<file path="config.mk">
export PLATFORM = sky130hd
export DESIGN_NAME = indexed_list_engine_unit_flat
export DESIGN_NICKNAME = d
export VERILOG_FILES = /design/src/rtl/ile_pkg.sv /design/src/rtl/ile_if.sv /design/src/rtl/ile_ram.sv /design/src/rtl/ile_useq.sv /design/src/rtl/indexed_list_engine_unit.sv /design/src/flat_wrapper.sv
export SDC_FILE = /design/constraint.sdc
export NUM_CORES = 2
export LEC_CHECK = 0
export ABC_AREA = 1
export BUFFER_PORTS_ARGS = -buffer_cell sky130_fd_sc_hd__buf_4
export CORE_UTILIZATION = 63
export CTS_CLUSTER_SIZE = 12
export DETAILED_ROUTE_END_ITERATION = 16
export HOLD_SLACK_MARGIN = 0.03
export PLACE_DENSITY = 0.8
export SKIP_CTS_REPAIR_TIMING = 1
export SLEW_MARGIN = 20
export SYNTH_ARGS = -nofsm -noshare
export SYNTH_HDL_FRONTEND = slang
export SYNTH_SLANG_ARGS = --single-unit
</file>
<file path="constraint.sdc">
create_clock -name clk -period 12.2 [get_ports clk]
set_clock_uncertainty 0.2 [all_clocks]
set_input_delay 0 -clock clk [delete_from_list [all_inputs] [get_ports clk]]
set_output_delay 0 -clock clk [all_outputs]
set_load 0.01 [all_outputs]
</file>
<file path="src/rtl/ile_pkg.sv">
// Shared types, codes and control store for the indexed list engine.
// No dependencies; compiled first.
package ile_pkg;

	localparam int CAPACITY_DEF    = 32;
	localparam int VALUE_WIDTH_DEF = 32;
	localparam int POS_WIDTH       = 6;
	localparam int OPCODE_WIDTH    = 3;
	localparam int STATUS_WIDTH    = 2;
	localparam int STEP_WIDTH      = 5;

	typedef enum logic [OPCODE_WIDTH-1:0] {
		OP_HEAD_INS  = 3'd0,
		OP_TAIL_INS  = 3'd1,
		OP_INSERT_AT = 3'd2,
		OP_DELETE_AT = 3'd3,
		OP_READ_AT   = 3'd4,
		OP_CLEAR     = 3'd5,
		OP_LENGTH    = 3'd6
	} op_t;

	typedef enum logic [STATUS_WIDTH-1:0] {
		ST_OK            = 2'd0,
		ST_BAD_INDEX     = 2'd1,
		ST_EMPTY_REFUSED = 2'd2,
		ST_FULL          = 2'd3
	} status_t;

	// Microprogram step labels, in control store order.
	typedef enum logic [STEP_WIDTH-1:0] {
		S_IDLE, S_DECODE,
		S_ALLOC, S_SETNEW, S_IWS, S_IWL, S_INS_M1, S_INS_M2, S_INS_HEAD,
		S_DEL, S_DWS, S_DWL, S_DEL_M1, S_DEL_M2, S_DEL_HEAD,
		S_RWS, S_RWL, S_RD_TAKE,
		S_CLR, S_RESP
	} step_t;

	// Datapath actions.
	typedef enum logic [3:0] {
		A_IDLE, A_DECODE, A_ALLOC, A_SETNEW, A_WSTART, A_WSTEP,
		A_INS_M1, A_INS_M2, A_INS_HEAD, A_RD_FIRST, A_DEL_M1, A_DEL_M2,
		A_DEL_HEAD, A_TAKE_RV, A_CLEAR, A_RESP
	} act_t;

	// Sequencing: next, goto, branch (else next), hold (else stay), dispatch.
	typedef enum logic [2:0] {
		C_NEXT, C_GOTO, C_BR, C_HOLD, C_DISPATCH
	} cond_t;

	typedef enum logic [2:0] {
		F_NONE, F_IN_FIRE, F_EP_ZERO, F_T_ZERO, F_K_ZERO, F_OUT_FREE
	} flag_t;

	typedef struct packed {
		act_t  act;
		cond_t cond;
		flag_t flag;
		step_t target;
	} ucw_t;

	typedef struct packed {
		logic  in_fire;
		logic  ep_zero;
		logic  t_zero;
		logic  k_zero;
		logic  out_free;
		step_t dispatch;
	} seq_flags_t;

	// Control store.
	function automatic ucw_t ucode(input step_t s);
		ucw_t w;
		case (s)
			S_IDLE:     w = '{A_IDLE,     C_HOLD,     F_IN_FIRE,  S_DECODE};
			S_DECODE:   w = '{A_DECODE,   C_DISPATCH, F_NONE,     S_IDLE};
			S_ALLOC:    w = '{A_ALLOC,    C_NEXT,     F_NONE,     S_IDLE};
			S_SETNEW:   w = '{A_SETNEW,   C_BR,       F_EP_ZERO,  S_INS_HEAD};
			S_IWS:      w = '{A_WSTART,   C_BR,       F_T_ZERO,   S_INS_M1};
			S_IWL:      w = '{A_WSTEP,    C_HOLD,     F_K_ZERO,   S_INS_M1};
			S_INS_M1:   w = '{A_INS_M1,   C_NEXT,     F_NONE,     S_IDLE};
			S_INS_M2:   w = '{A_INS_M2,   C_GOTO,     F_NONE,     S_RESP};
			S_INS_HEAD: w = '{A_INS_HEAD, C_GOTO,     F_NONE,     S_RESP};
			S_DEL:      w = '{A_RD_FIRST, C_BR,       F_EP_ZERO,  S_DEL_HEAD};
			S_DWS:      w = '{A_WSTART,   C_BR,       F_T_ZERO,   S_DEL_M1};
			S_DWL:      w = '{A_WSTEP,    C_HOLD,     F_K_ZERO,   S_DEL_M1};
			S_DEL_M1:   w = '{A_DEL_M1,   C_NEXT,     F_NONE,     S_IDLE};
			S_DEL_M2:   w = '{A_DEL_M2,   C_GOTO,     F_NONE,     S_RESP};
			S_DEL_HEAD: w = '{A_DEL_HEAD, C_GOTO,     F_NONE,     S_RESP};
			S_RWS:      w = '{A_WSTART,   C_BR,       F_T_ZERO,   S_RD_TAKE};
			S_RWL:      w = '{A_WSTEP,    C_HOLD,     F_K_ZERO,   S_RD_TAKE};
			S_RD_TAKE:  w = '{A_TAKE_RV,  C_GOTO,     F_NONE,     S_RESP};
			S_CLR:      w = '{A_CLEAR,    C_GOTO,     F_NONE,     S_RESP};
			S_RESP:     w = '{A_RESP,     C_HOLD,     F_OUT_FREE, S_IDLE};
			default:    w = '{A_IDLE,     C_GOTO,     F_NONE,     S_IDLE};
		endcase
		return w;
	endfunction

endpackage

</file>
<file path="src/rtl/ile_if.sv">
// Request and response channels of the indexed list engine.
// Depends on ile_pkg.
interface ile_req_if
	import ile_pkg::*;
#(
	parameter int VALUE_WIDTH = VALUE_WIDTH_DEF
) ();
	logic                          valid;
	logic                          ready;
	logic [OPCODE_WIDTH-1:0]       opcode;
	logic [POS_WIDTH-1:0]          position;
	logic signed [VALUE_WIDTH-1:0] value;

	modport source(output valid, opcode, position, value, input ready);
	modport sink(input valid, opcode, position, value, output ready);
endinterface

interface ile_rsp_if
	import ile_pkg::*;
#(
	parameter int VALUE_WIDTH = VALUE_WIDTH_DEF,
	parameter int COUNT_WIDTH = $clog2(CAPACITY_DEF + 1)
) ();
	logic                          valid;
	logic                          ready;
	logic [STATUS_WIDTH-1:0]       status;
	logic signed [VALUE_WIDTH-1:0] read_value;
	logic [COUNT_WIDTH-1:0]        count;

	modport source(output valid, status, read_value, count, input ready);
	modport sink(input valid, status, read_value, count, output ready);
endinterface

</file>
<file path="src/rtl/ile_ram.sv">
// Generic single write port RAM with one registered read port.
// No dependencies.
module ile_ram #(
	parameter int WIDTH = 8,
	parameter int DEPTH = 32,
	localparam int AW = $clog2(DEPTH)
) (
	input  logic             clk,
	input  logic             we,
	input  logic [AW-1:0]    waddr,
	input  logic [WIDTH-1:0] wdata,
	input  logic [AW-1:0]    raddr,
	output logic [WIDTH-1:0] rdata
);

	logic [WIDTH-1:0] mem [DEPTH];

	always_ff @(posedge clk) begin
		if (we) begin
			mem[waddr] <= wdata;
		end
		rdata <= mem[raddr];
	end

endmodule

</file>
<file path="src/rtl/ile_useq.sv">
// Microsequencer: step counter, control store lookup and next-step select.
// Depends on ile_pkg.
module ile_useq
	import ile_pkg::*;
(
	input  logic       clk,
	input  logic       arst_n,
	input  seq_flags_t flags,
	output ucw_t       cw,
	output step_t      step
);

	step_t upc_q;
	step_t upc_next;
	logic  flag_sel;

	always_ff @(posedge clk or negedge arst_n) begin
		if (!arst_n) begin
			upc_q <= S_IDLE;
		end else begin
			upc_q <= upc_next;
		end
	end

	always_comb begin
		cw   = ucode(upc_q);
		step = upc_q;
		case (cw.flag)
			F_IN_FIRE:  flag_sel = flags.in_fire;
			F_EP_ZERO:  flag_sel = flags.ep_zero;
			F_T_ZERO:   flag_sel = flags.t_zero;
			F_K_ZERO:   flag_sel = flags.k_zero;
			F_OUT_FREE: flag_sel = flags.out_free;
			default:    flag_sel = 1'b0;
		endcase
		case (cw.cond)
			C_NEXT:     upc_next = step_t'(upc_q + STEP_WIDTH'(1));
			C_GOTO:     upc_next = cw.target;
			C_BR:       upc_next = flag_sel ? cw.target : step_t'(upc_q + STEP_WIDTH'(1));
			C_HOLD:     upc_next = flag_sel ? cw.target : upc_q;
			C_DISPATCH: upc_next = flags.dispatch;
			default:    upc_next = S_IDLE;
		endcase
	end

endmodule

</file>
<file path="src/rtl/indexed_list_engine_unit.sv">
// Indexed list engine, one item at a time. A tail insert walks to position count-1; the walk
// follows one link per cycle through the link RAM's registered read.
// A new item is taken while the previous result still waits in the output register.
// Reset (async, active low): list empty, no result pending; RAMs are not cleared.
module indexed_list_engine_unit
	import ile_pkg::*;
#(
	parameter int CAPACITY    = CAPACITY_DEF,
	parameter int VALUE_WIDTH = VALUE_WIDTH_DEF
) (
	input logic      clk,
	input logic      arst_n,
	ile_req_if.sink  req,
	ile_rsp_if.source rsp
);

	localparam int SW = $clog2(CAPACITY);      // slot index
	localparam int CW = $clog2(CAPACITY + 1);  // count, 0..CAPACITY
	localparam int XW = (POS_WIDTH > CW) ? POS_WIDTH : CW;

	// Sequencer interface
	ucw_t       cw;
	step_t      step;
	seq_flags_t flags;

	// List bookkeeping (control, reset)
	logic [CW-1:0] cnt_q;    // entries in the list
	logic [SW-1:0] first_q;  // slot of position 0
	logic [CW-1:0] hwm_q;    // slots below this have been handed out at least once
	logic [CW-1:0] sp_q;     // depth of the free-slot stack
	logic          out_valid_q;

	// Item and walk registers (payload, no reset)
	op_t              op_q;
	logic [POS_WIDTH-1:0] pos_q;
	logic [VALUE_WIDTH-1:0] val_q;
	status_t          status_q;
	logic             ep0_q;   // effective position is zero
	logic [CW-1:0]    wt_q;    // walk target position
	logic [CW-1:0]    k_q;     // links left to follow
	logic [SW-1:0]    cur_q;   // slot reached by the walk
	logic [SW-1:0]    new_q;   // allocated slot on insert, victim slot on delete
	logic             pop_q;   // allocation came from the free stack
	logic [VALUE_WIDTH-1:0] rv_q;
	status_t          out_status_q;
	logic [VALUE_WIDTH-1:0] out_value_q;
	logic [CW-1:0]    out_count_q;

	// Decode
	logic [XW-1:0] pos_x, cnt_x, ep, ep_m1;
	logic          full, rd_op;
	status_t       dec_status;
	step_t         dec_step;
	logic [CW-1:0] dec_wt;

	// RAM ports
	logic [SW-1:0]          rd_addr;
	logic                   link_we;
	logic [SW-1:0]          link_waddr, link_wdata, link_rdata;
	logic                   val_we;
	logic [VALUE_WIDTH-1:0] val_rdata;
	logic                   fs_we;
	logic [SW-1:0]          fs_waddr, fs_wdata, fs_raddr, fs_rdata;
	logic [CW-1:0]          sp_m1;

	logic in_fire, out_free, resp_load;

	assign in_fire   = req.valid && req.ready;
	assign out_free  = !out_valid_q || rsp.ready;
	assign resp_load = (cw.act == A_RESP) && out_free;
	assign sp_m1     = sp_q - CW'(1);

	assign req.ready      = (step == S_IDLE);
	assign rsp.valid      = out_valid_q;
	assign rsp.status     = out_status_q;
	assign rsp.read_value = out_value_q;
	assign rsp.count      = out_count_q;

	//------------------------------------------------------------------
	// Sequencer
	//------------------------------------------------------------------
	always_comb begin
		flags.in_fire  = in_fire;
		flags.ep_zero  = ep0_q;
		flags.t_zero   = (wt_q == '0);
		flags.k_zero   = (k_q == '0);
		flags.out_free = out_free;
		flags.dispatch = dec_step;
	end

	ile_useq u_useq (
		.clk    (clk),
		.arst_n (arst_n),
		.flags  (flags),
		.cw     (cw),
		.step   (step)
	);

	//------------------------------------------------------------------
	// Storage: values, links, and the stack of released slots
	//------------------------------------------------------------------
	ile_ram #(.WIDTH(VALUE_WIDTH), .DEPTH(CAPACITY)) u_val_ram (
		.clk   (clk),
		.we    (val_we),
		.waddr (new_q),
		.wdata (val_q),
		.raddr (rd_addr),
		.rdata (val_rdata)
	);

	ile_ram #(.WIDTH(SW), .DEPTH(CAPACITY)) u_link_ram (
		.clk   (clk),
		.we    (link_we),
		.waddr (link_waddr),
		.wdata (link_wdata),
		.raddr (rd_addr),
		.rdata (link_rdata)
	);

	ile_ram #(.WIDTH(SW), .DEPTH(CAPACITY)) u_free_ram (
		.clk   (clk),
		.we    (fs_we),
		.waddr (fs_waddr),
		.wdata (fs_wdata),
		.raddr (fs_raddr),
		.rdata (fs_rdata)
	);

	//------------------------------------------------------------------
	// Decode: range checks, refusals and routine select.
	// Head/tail inserts into an empty list are refused; for insert at,
	// a bad position wins over full.
	//------------------------------------------------------------------
	always_comb begin
		pos_x      = XW'(pos_q);
		cnt_x      = XW'(cnt_q);
		full       = (cnt_q == CW'(CAPACITY));
		ep         = '0;
		rd_op      = 1'b0;
		dec_status = ST_OK;
		dec_step   = S_RESP;
		case (op_q)
			OP_HEAD_INS: begin
				if (cnt_q == '0) dec_status = ST_EMPTY_REFUSED;
				else if (full) dec_status = ST_FULL;
				else dec_step = S_ALLOC;
			end
			OP_TAIL_INS: begin
				ep = cnt_x;
				if (cnt_q == '0) dec_status = ST_EMPTY_REFUSED;
				else if (full) dec_status = ST_FULL;
				else dec_step = S_ALLOC;
			end
			OP_INSERT_AT: begin
				ep = pos_x;
				if (pos_x > cnt_x) dec_status = ST_BAD_INDEX;
				else if (full) dec_status = ST_FULL;
				else dec_step = S_ALLOC;
			end
			OP_DELETE_AT: begin
				ep = pos_x;
				if (pos_x >= cnt_x) dec_status = ST_BAD_INDEX;
				else dec_step = S_DEL;
			end
			OP_READ_AT: begin
				ep    = pos_x;
				rd_op = 1'b1;
				if (pos_x >= cnt_x) dec_status = ST_BAD_INDEX;
				else dec_step = S_RWS;
			end
			OP_CLEAR: dec_step = S_CLR;
			default: ;  // length report and the unused code
		endcase
		// Reads walk to the entry itself, inserts and deletes to its predecessor.
		ep_m1  = ep - XW'(1);
		dec_wt = rd_op ? ep[CW-1:0] : ep_m1[CW-1:0];
	end

	//------------------------------------------------------------------
	// RAM control. One shared read address feeds value and link RAMs, so
	// after a walk both read data outputs show the entry at cur_q.
	//------------------------------------------------------------------
	always_comb begin
		rd_addr    = cur_q;
		link_we    = 1'b0;
		link_waddr = new_q;
		link_wdata = link_rdata;
		val_we     = 1'b0;
		fs_we      = 1'b0;
		fs_waddr   = sp_q[SW-1:0];
		fs_wdata   = new_q;
		fs_raddr   = sp_m1[SW-1:0];
		case (cw.act)
			A_WSTEP:    rd_addr = link_rdata;
			A_RD_FIRST: rd_addr = first_q;
			A_DEL_M1:   rd_addr = link_rdata;
			A_INS_M1: begin
				// new entry takes over the successor of its predecessor
				link_we = 1'b1;
				val_we  = 1'b1;
			end
			A_INS_M2: begin
				link_we    = 1'b1;
				link_waddr = cur_q;
				link_wdata = new_q;
			end
			A_INS_HEAD: begin
				link_we    = 1'b1;
				link_wdata = first_q;
				val_we     = 1'b1;
			end
			A_DEL_HEAD: begin
				fs_we    = 1'b1;
				fs_wdata = first_q;
			end
			A_DEL_M2: begin
				// predecessor skips the victim; victim goes back on the stack
				link_we    = 1'b1;
				link_waddr = cur_q;
				fs_we      = 1'b1;
			end
			default: ;
		endcase
	end

	//------------------------------------------------------------------
	// List bookkeeping and output handshake
	//------------------------------------------------------------------
	always_ff @(posedge clk or negedge arst_n) begin
		if (!arst_n) begin
			cnt_q       <= '0;
			first_q     <= '0;
			hwm_q       <= '0;
			sp_q        <= '0;
			out_valid_q <= 1'b0;
		end else begin
			case (cw.act)
				A_ALLOC: begin
					// reuse a released slot first, else a never-used one
					if (sp_q != '0) sp_q <= sp_m1;
					else hwm_q <= hwm_q + CW'(1);
				end
				A_INS_M2: cnt_q <= cnt_q + CW'(1);
				A_INS_HEAD: begin
					first_q <= new_q;
					cnt_q   <= cnt_q + CW'(1);
				end
				A_DEL_HEAD: begin
					first_q <= link_rdata;
					sp_q    <= sp_q + CW'(1);
					cnt_q   <= cnt_q - CW'(1);
				end
				A_DEL_M2: begin
					sp_q  <= sp_q + CW'(1);
					cnt_q <= cnt_q - CW'(1);
				end
				A_CLEAR: begin
					// all slots free at once: nothing handed out, stack empty
					first_q <= '0;
					cnt_q   <= '0;
					hwm_q   <= '0;
					sp_q    <= '0;
				end
				default: ;
			endcase
			if (resp_load) begin
				out_valid_q <= 1'b1;
			end else if (rsp.ready) begin
				out_valid_q <= 1'b0;
			end
		end
	end

	//------------------------------------------------------------------
	// Item, walk and result registers
	//------------------------------------------------------------------
	always_ff @(posedge clk) begin
		case (cw.act)
			A_IDLE: begin
				if (in_fire) begin
					op_q  <= op_t'(req.opcode);
					pos_q <= req.position;
					val_q <= req.value;
				end
			end
			A_DECODE: begin
				status_q <= dec_status;
				ep0_q    <= (ep == '0);
				wt_q     <= dec_wt;
				cur_q    <= first_q;
				rv_q     <= '0;
			end
			A_ALLOC: begin
				pop_q <= (sp_q != '0);
				new_q <= hwm_q[SW-1:0];
			end
			A_SETNEW: begin
				if (pop_q) new_q <= fs_rdata;
			end
			A_WSTART: k_q <= wt_q - CW'(1);
			A_WSTEP: begin
				cur_q <= link_rdata;
				k_q   <= k_q - CW'(1);
			end
			A_DEL_M1:   new_q <= link_rdata;
			A_DEL_HEAD: rv_q  <= val_rdata;
			A_DEL_M2:   rv_q  <= val_rdata;
			A_TAKE_RV:  rv_q  <= val_rdata;
			default: ;
		endcase
		if (resp_load) begin
			out_status_q <= status_q;
			out_value_q  <= rv_q;
			out_count_q  <= cnt_q;
		end
	end

	//------------------------------------------------------------------
	// Assertions
	//------------------------------------------------------------------
	// Slots in use equal slots handed out minus slots on the free stack.
	a_slot_acct: assert property (@(posedge clk) disable iff (!arst_n)
		(step == S_IDLE) |-> (cnt_q == hwm_q - sp_q))
		else $error("slot accounting mismatch");

	a_cnt_bound: assert property (@(posedge clk) disable iff (!arst_n)
		cnt_q <= CW'(CAPACITY))
		else $error("count above capacity");

	a_resp_src: assert property (@(posedge clk) disable iff (!arst_n)
		$rose(out_valid_q) |-> $past(step == S_RESP))
		else $error("result loaded outside response step");

	a_walk_bound: assert property (@(posedge clk) disable iff (!arst_n)
		(step == S_IWL || step == S_DWL || step == S_RWL) |-> (k_q < CW'(CAPACITY)))
		else $error("walk counter out of range");

endmodule

</file>
<file path="src/flat_wrapper.sv">
// flat-port wrapper written by rule: the top's interface ports become plain ports
module indexed_list_engine_unit_flat import ile_pkg::*;
#(
	parameter int CAPACITY    = CAPACITY_DEF,
	parameter int VALUE_WIDTH = VALUE_WIDTH_DEF
)
  (clk, arst_n, req_valid, req_opcode, req_position, req_value, req_ready, rsp_valid, rsp_status, rsp_read_value, rsp_count, rsp_ready);
  ile_req_if #(.VALUE_WIDTH(VALUE_WIDTH)) req_i ();
  ile_rsp_if #(.VALUE_WIDTH(VALUE_WIDTH)) rsp_i ();
  input logic clk;
  input logic arst_n;
  input wire logic [$bits(req_i.valid)-1:0] req_valid;
  input wire logic [$bits(req_i.opcode)-1:0] req_opcode;
  input wire logic [$bits(req_i.position)-1:0] req_position;
  input wire logic [$bits(req_i.value)-1:0] req_value;
  output wire logic [$bits(req_i.ready)-1:0] req_ready;
  output wire logic [$bits(rsp_i.valid)-1:0] rsp_valid;
  output wire logic [$bits(rsp_i.status)-1:0] rsp_status;
  output wire logic [$bits(rsp_i.read_value)-1:0] rsp_read_value;
  output wire logic [$bits(rsp_i.count)-1:0] rsp_count;
  input wire logic [$bits(rsp_i.ready)-1:0] rsp_ready;
  assign req_i.valid = req_valid;
  assign req_i.opcode = req_opcode;
  assign req_i.position = req_position;
  assign req_i.value = req_value;
  assign req_ready = req_i.ready;
  assign rsp_valid = rsp_i.valid;
  assign rsp_status = rsp_i.status;
  assign rsp_read_value = rsp_i.read_value;
  assign rsp_count = rsp_i.count;
  assign rsp_i.ready = rsp_ready;
  indexed_list_engine_unit #(.CAPACITY(CAPACITY), .VALUE_WIDTH(VALUE_WIDTH)) u_core (.clk(clk), .arst_n(arst_n), .req(req_i), .rsp(rsp_i));
endmodule
</file>
==> impl_summary.md <==
Setup path
Following the worst setup path forward leads to its endpoint at u_core.u_val_ram.rdata[6]$_DFF_P_. Counting stages on the worst path, the most repeated cell is sky130_fd_sc_hd__nand2_1. Along the worst path, the maximum fanout reaches 206.

The endpoint identified for the worst register-to-register timing path is u_core.u_val_ram.rdata[6]$_DFF_P_. The critical path in this run is classified as flop to flop. The signal on the critical path passes through nand2_2 -> nand2_1 -> nand3_2 -> inv_2 -> nand2_2 -> inv_2 -> nand2_8 -> nand4_4 -> buf_12 -> buf_4 -> buf_4 -> nand3_1 -> nand2_1 -> nand2_1 -> nand3_1 -> nand3_1 -> nand2_1 -> nand2_1 -> nand2_1. At the worst endpoint, the arrival time is 6.40 ns. The kind of end point of the critical path is a flop. Among all stages on the critical path, the largest delay is contributed by sky130_fd_sc_hd__buf_4. The required time of the critical path is 12.71 ns. The launching instance or port of the critical path is u_core.u_useq.step[2]$_DFFE_PN0P_. The worst flop-to-flop path startpoint is u_core.u_useq.step[2]$_DFFE_PN0P_. The largest single stage delay on the critical path is 1.00 ns. The worst register-to-register path has a setup slack of 6.31 ns. The cell count of the worst reg-to-reg path is 19. The kind of start point of the critical path is a flop.

Clock network
The clock sink count is 1553. TritonCTS built the clock tree. TritonCTS created 155 clock buffers. The H-tree generated during clock tree synthesis spans 4 levels. At the later pin of the worst-skew pair, clock insertion delay measures 0.78 ns.

The clock edge transition at the registers on the reported setup and hold paths is 0.07 ns. The root buffer cell is sky130_fd_sc_hd__clkbuf_16. The largest buffer count on any clock path is 3.

Layout
The area growth from synthesis to layout is 10.8%. In the final design database the tool counted 6125 nets. The number of filler cells placed in the layout is 6941. The area of all sequential standard cells is 46100 um^2. Summing all multi-input logic gate instances after layout gives 17300 um^2. The cell area after layout is 74400 um^2. In the final layout, the share of cells above drive strength 1 is 0.0701.

Logic synthesis
The average cell area after synthesis is 11.2 um^2. Of the synthesized area, sequential elements account for 0.686. The area fraction in compound gates after synthesis is 0.0212.

The synthesized cell area is 67100 um^2. For this run, the number of Yosys warnings is 0. The number of cells produced by synthesis is 6006. Synthesis inferred 1553 register bits. The simple-gate share of the synthesized area is 0.218. The total nets after synthesis is 6079. Of the total synthesized cell area, the portion taken by full adders, half adders and majority gates is 0.00533. Of the post-synthesis cell area, the part taken by muxes is 0.00313. The number of distinct library cell variants in the gate-level netlist after synthesis is 51.

The post-synthesis share of cell area spent on xor and xnor gates is 0.00248. The combinational family with the most area after synthesis is simple AND/OR/NAND/NOR gates.

Detailed routing
The via-per-instance ratio is 6.15. For this run, design rule violations remaining after detail routing come to 0. The number of search-and-repair iterations in the first detailed-routing pass is 8. The routed design has 176000 um of wire. For this block, the initial DRC count from the detailed router was 7509. Dividing the detail-routed wire length by the instance count gives 23.2 um. Once detail routing completed, the nets flagged for antenna violations numbered 0. The routed layout has 46536 vias.

Timing
Of the available clock period, the critical path in the final layout requires 0.483. The fmax is 170 MHz. The final count of hold timing violations came to 0.

The actual transition at the worst max-transition pin is 1.18 ns. The relative slew slack is 0.215. Setup total negative slack on the finished layout was measured at 0 ns. After layout, the minimum clock period comes to 5.89 ns.

Setup repair after global routing left no endpoint under its margin. The count of pins over their slew limit is 0. The final number of setup-violating endpoints is 0.

Floorplanning
The number of rows created at floorplan is 119. The die area is 108000 um^2. The vertical die dimension is 328 um.

The chip width is 328 um. The initial standard-cell utilization of the core is 0.637. The placeable core area is 105000 um^2. During I/O placement, the number of pins put on the boundary was 87.

Global route
The number of antenna violations at the first check in global routing is 3. The via count of the first global-routing pass is 44408. The wire length of the first global-routing pass is 261000 um. Entering global routing, the biggest net connects 207 pins. After global routing the overflow that remains totals 0. The total track usage is 0.323.

Place
The final HPWL from detailed placement is 90000 um. Input and output buffers added on the ports amount to 86. The area of placed instances is 68800 um^2.

The final RePlAce weighted congestion is 0.888.

Power
Power spread over the standard cell area amounts to 284 nW/um^2. In this run the static leakage power is 28.6 nW. VDD sags by at most 0.499 mV.

Outcome
The flow ran to the end, and the final reports show no timing, DRC or antenna violations.

Min path
The tightest min-delay check is of the input pin to asynchronous set/reset pin type.

Run
Across the run, the number of max-cap violations was 0.
-- final cells by class --
cell class | instances | share of cell area
Antenna cell | 2 | 0.0000673
Clock buffer | 256 | 0.0588
Clock inverter | 25 | 0.00382
Inverter | 655 | 0.0331
Multi-Input combinational cell | 3439 | 0.232
Sequential cell | 1553 | 0.620
Tap cell | 1391 | 0.0234
Timing Repair Buffer | 248 | 0.0291
-- kinds of logic (layout without fill, tap and decap cells) --
logic type	after synthesis	after routing
flip-flops	1553	1553
XOR/XNOR	19	19
AO/OA/AOI/OAI	227	227
adder cells (fa/ha/maj)	28	28
AND/OR/NAND/NOR	3144	3144
other	0	2
multiplexers	21	21
buffers and inverters	1014	1184
-- layout by cell type (no fill, tap or decap), drive strengths merged, types with 4 or more instances in the layout --
cell type	count
edfxtp	1483
o22ai	15
nand3	1216
nand2	1314
dlygate4sd3	87
a21oi	21
xnor2	6
o21ai	107
o32ai	25
o211ai	21
clkinv	17
nor2	292
nor3	11
dfxtp	42
mux2i	21
ha	27
buf	161
nand3b	297
xor2	13
o221ai	22
nand4	6
a22oi	4
dfrtp	28
clkbuf	256
inv	661
a31oi	6
-- stage by stage --
stage,util,hold WS (ns),worst slack [ns],power [mW],instances
2_1_floorplan,-,-0.496,8.06,13.7,6006
3_3_place_gp,0.653,-0.229,6.75,16.2,7197
3_5_place_dp,0.653,-0.228,6.70,16.4,7197
4_1_cts,0.697,-1.04,6.61,20.9,7478
5_1_grt,0.705,0.0987,6.18,22.2,7569
6_report,0.705,0.0597,6.31,21.1,7569
-- where the power goes --
part / leakage (nW) / internal [mW] / switching, mW
sequential: 14.1 / 6.55 / 0.311
clock: 2.23 / 2.49 / 1.95
combinational: 12.3 / 2.68 / 7.15
total: 28.6 / 11.7 / 9.41
-- per-layer routing --
metal	vias up	track usage	wire [um]
li1	20752	-	-
met1	22130	0.433	64800
met2	3094	0.496	80900
met3	558	0.0604	19700
met4	2	0.193	10400
met5	-	0	12
-- synth_stat cells (all sizes together) --
cell type	n	area share
nor3b	1	0.00011
dfrtp	28	0.010
o32ai	25	0.0033
o31ai	1	0.00011
o21a	1	0.00011
a31oi	6	0.00056
buf	299	0.023
nand4	6	0.00078
xor2	13	0.0017
ha	27	0.0050
xnor2	6	0.00078
a22oi	4	0.00045
and3	3	0.00028
a221oi	1	0.00013
nor4	1	0.000093
o211ai	21	0.0023
inv	652	0.036
edfxtp	1483	0.66
o21ai	107	0.0080
fa	1	0.00030
clkbuf	60	0.0034
o221ai	22	0.0029
o22ai	15	0.0014
nor2	292	0.017
a21oi	21	0.0016
nand3	1216	0.091
nand2	1314	0.074
mux2i	21	0.0031
clkinv	3	0.00017
a221o	1	0.00015
dfxtp	42	0.013
a41oi	1	0.00013
a21o	1	0.00011
nor3	11	0.00082
or2	3	0.00028
nand3b	297	0.033
-- state kept, by name, summed over array words and instances, names as in the netlist, 2 cells and up --
signal / flops
u_core.u_val_ram.rdata: 32
u_core.cnt_q: 6
u_core.u_free_ram.mem: 160
u_core.status_q: 2
u_core.op_q: 3
u_core.rv_q: 32
u_core.u_free_ram.rdata: 5
u_core.pos_q: 6
u_core.rsp.read_value: 32
u_core.u_link_ram.mem: 160
u_core.val_q: 32
u_core.new_q: 5
u_core.k_q: 6
u_core.rsp.count: 6
u_core.u_useq.step: 5
u_core.u_val_ram.mem: 1024
u_core.hwm_q: 5
u_core.wt_q: 6
u_core.u_link_ram.rdata: 5
u_core.rsp.status: 2
u_core.sp_q: 6
u_core.first_q: 5
u_core.cur_q: 5
-- worst min-delay path by stage --
stage / to / from / slack, ns
finish: u_core.u_useq.step[0]$_DFFE_PN0P_ / arst_n / 0.06
global route: u_core.u_useq.step[0]$_DFFE_PN0P_ / arst_n / 0.1
CTS: u_core.u_useq.step[0]$_DFFE_PN0P_ / arst_n / -1.04
detailed placement: u_core.u_useq.step[4]$_DFFE_PN0P_ / arst_n / -0.23
global placement: u_core.u_useq.step[4]$_DFFE_PN0P_ / arst_n / -0.23
floorplan: u_core.cnt_q[0]$_DFFE_PN0P_ / arst_n / -0.50
-- critical path, delay by kind of cell (launching register included) --
| kind | cells | cell delay, ns |
|---|---|---|
| buffers and inverters | 5 | 2.77 |
| flip-flops | 1 | 0.81 |
| AND/OR/NAND/NOR | 14 | 1.76 |
Note: power is estimated with default switching activity, not from simulation.
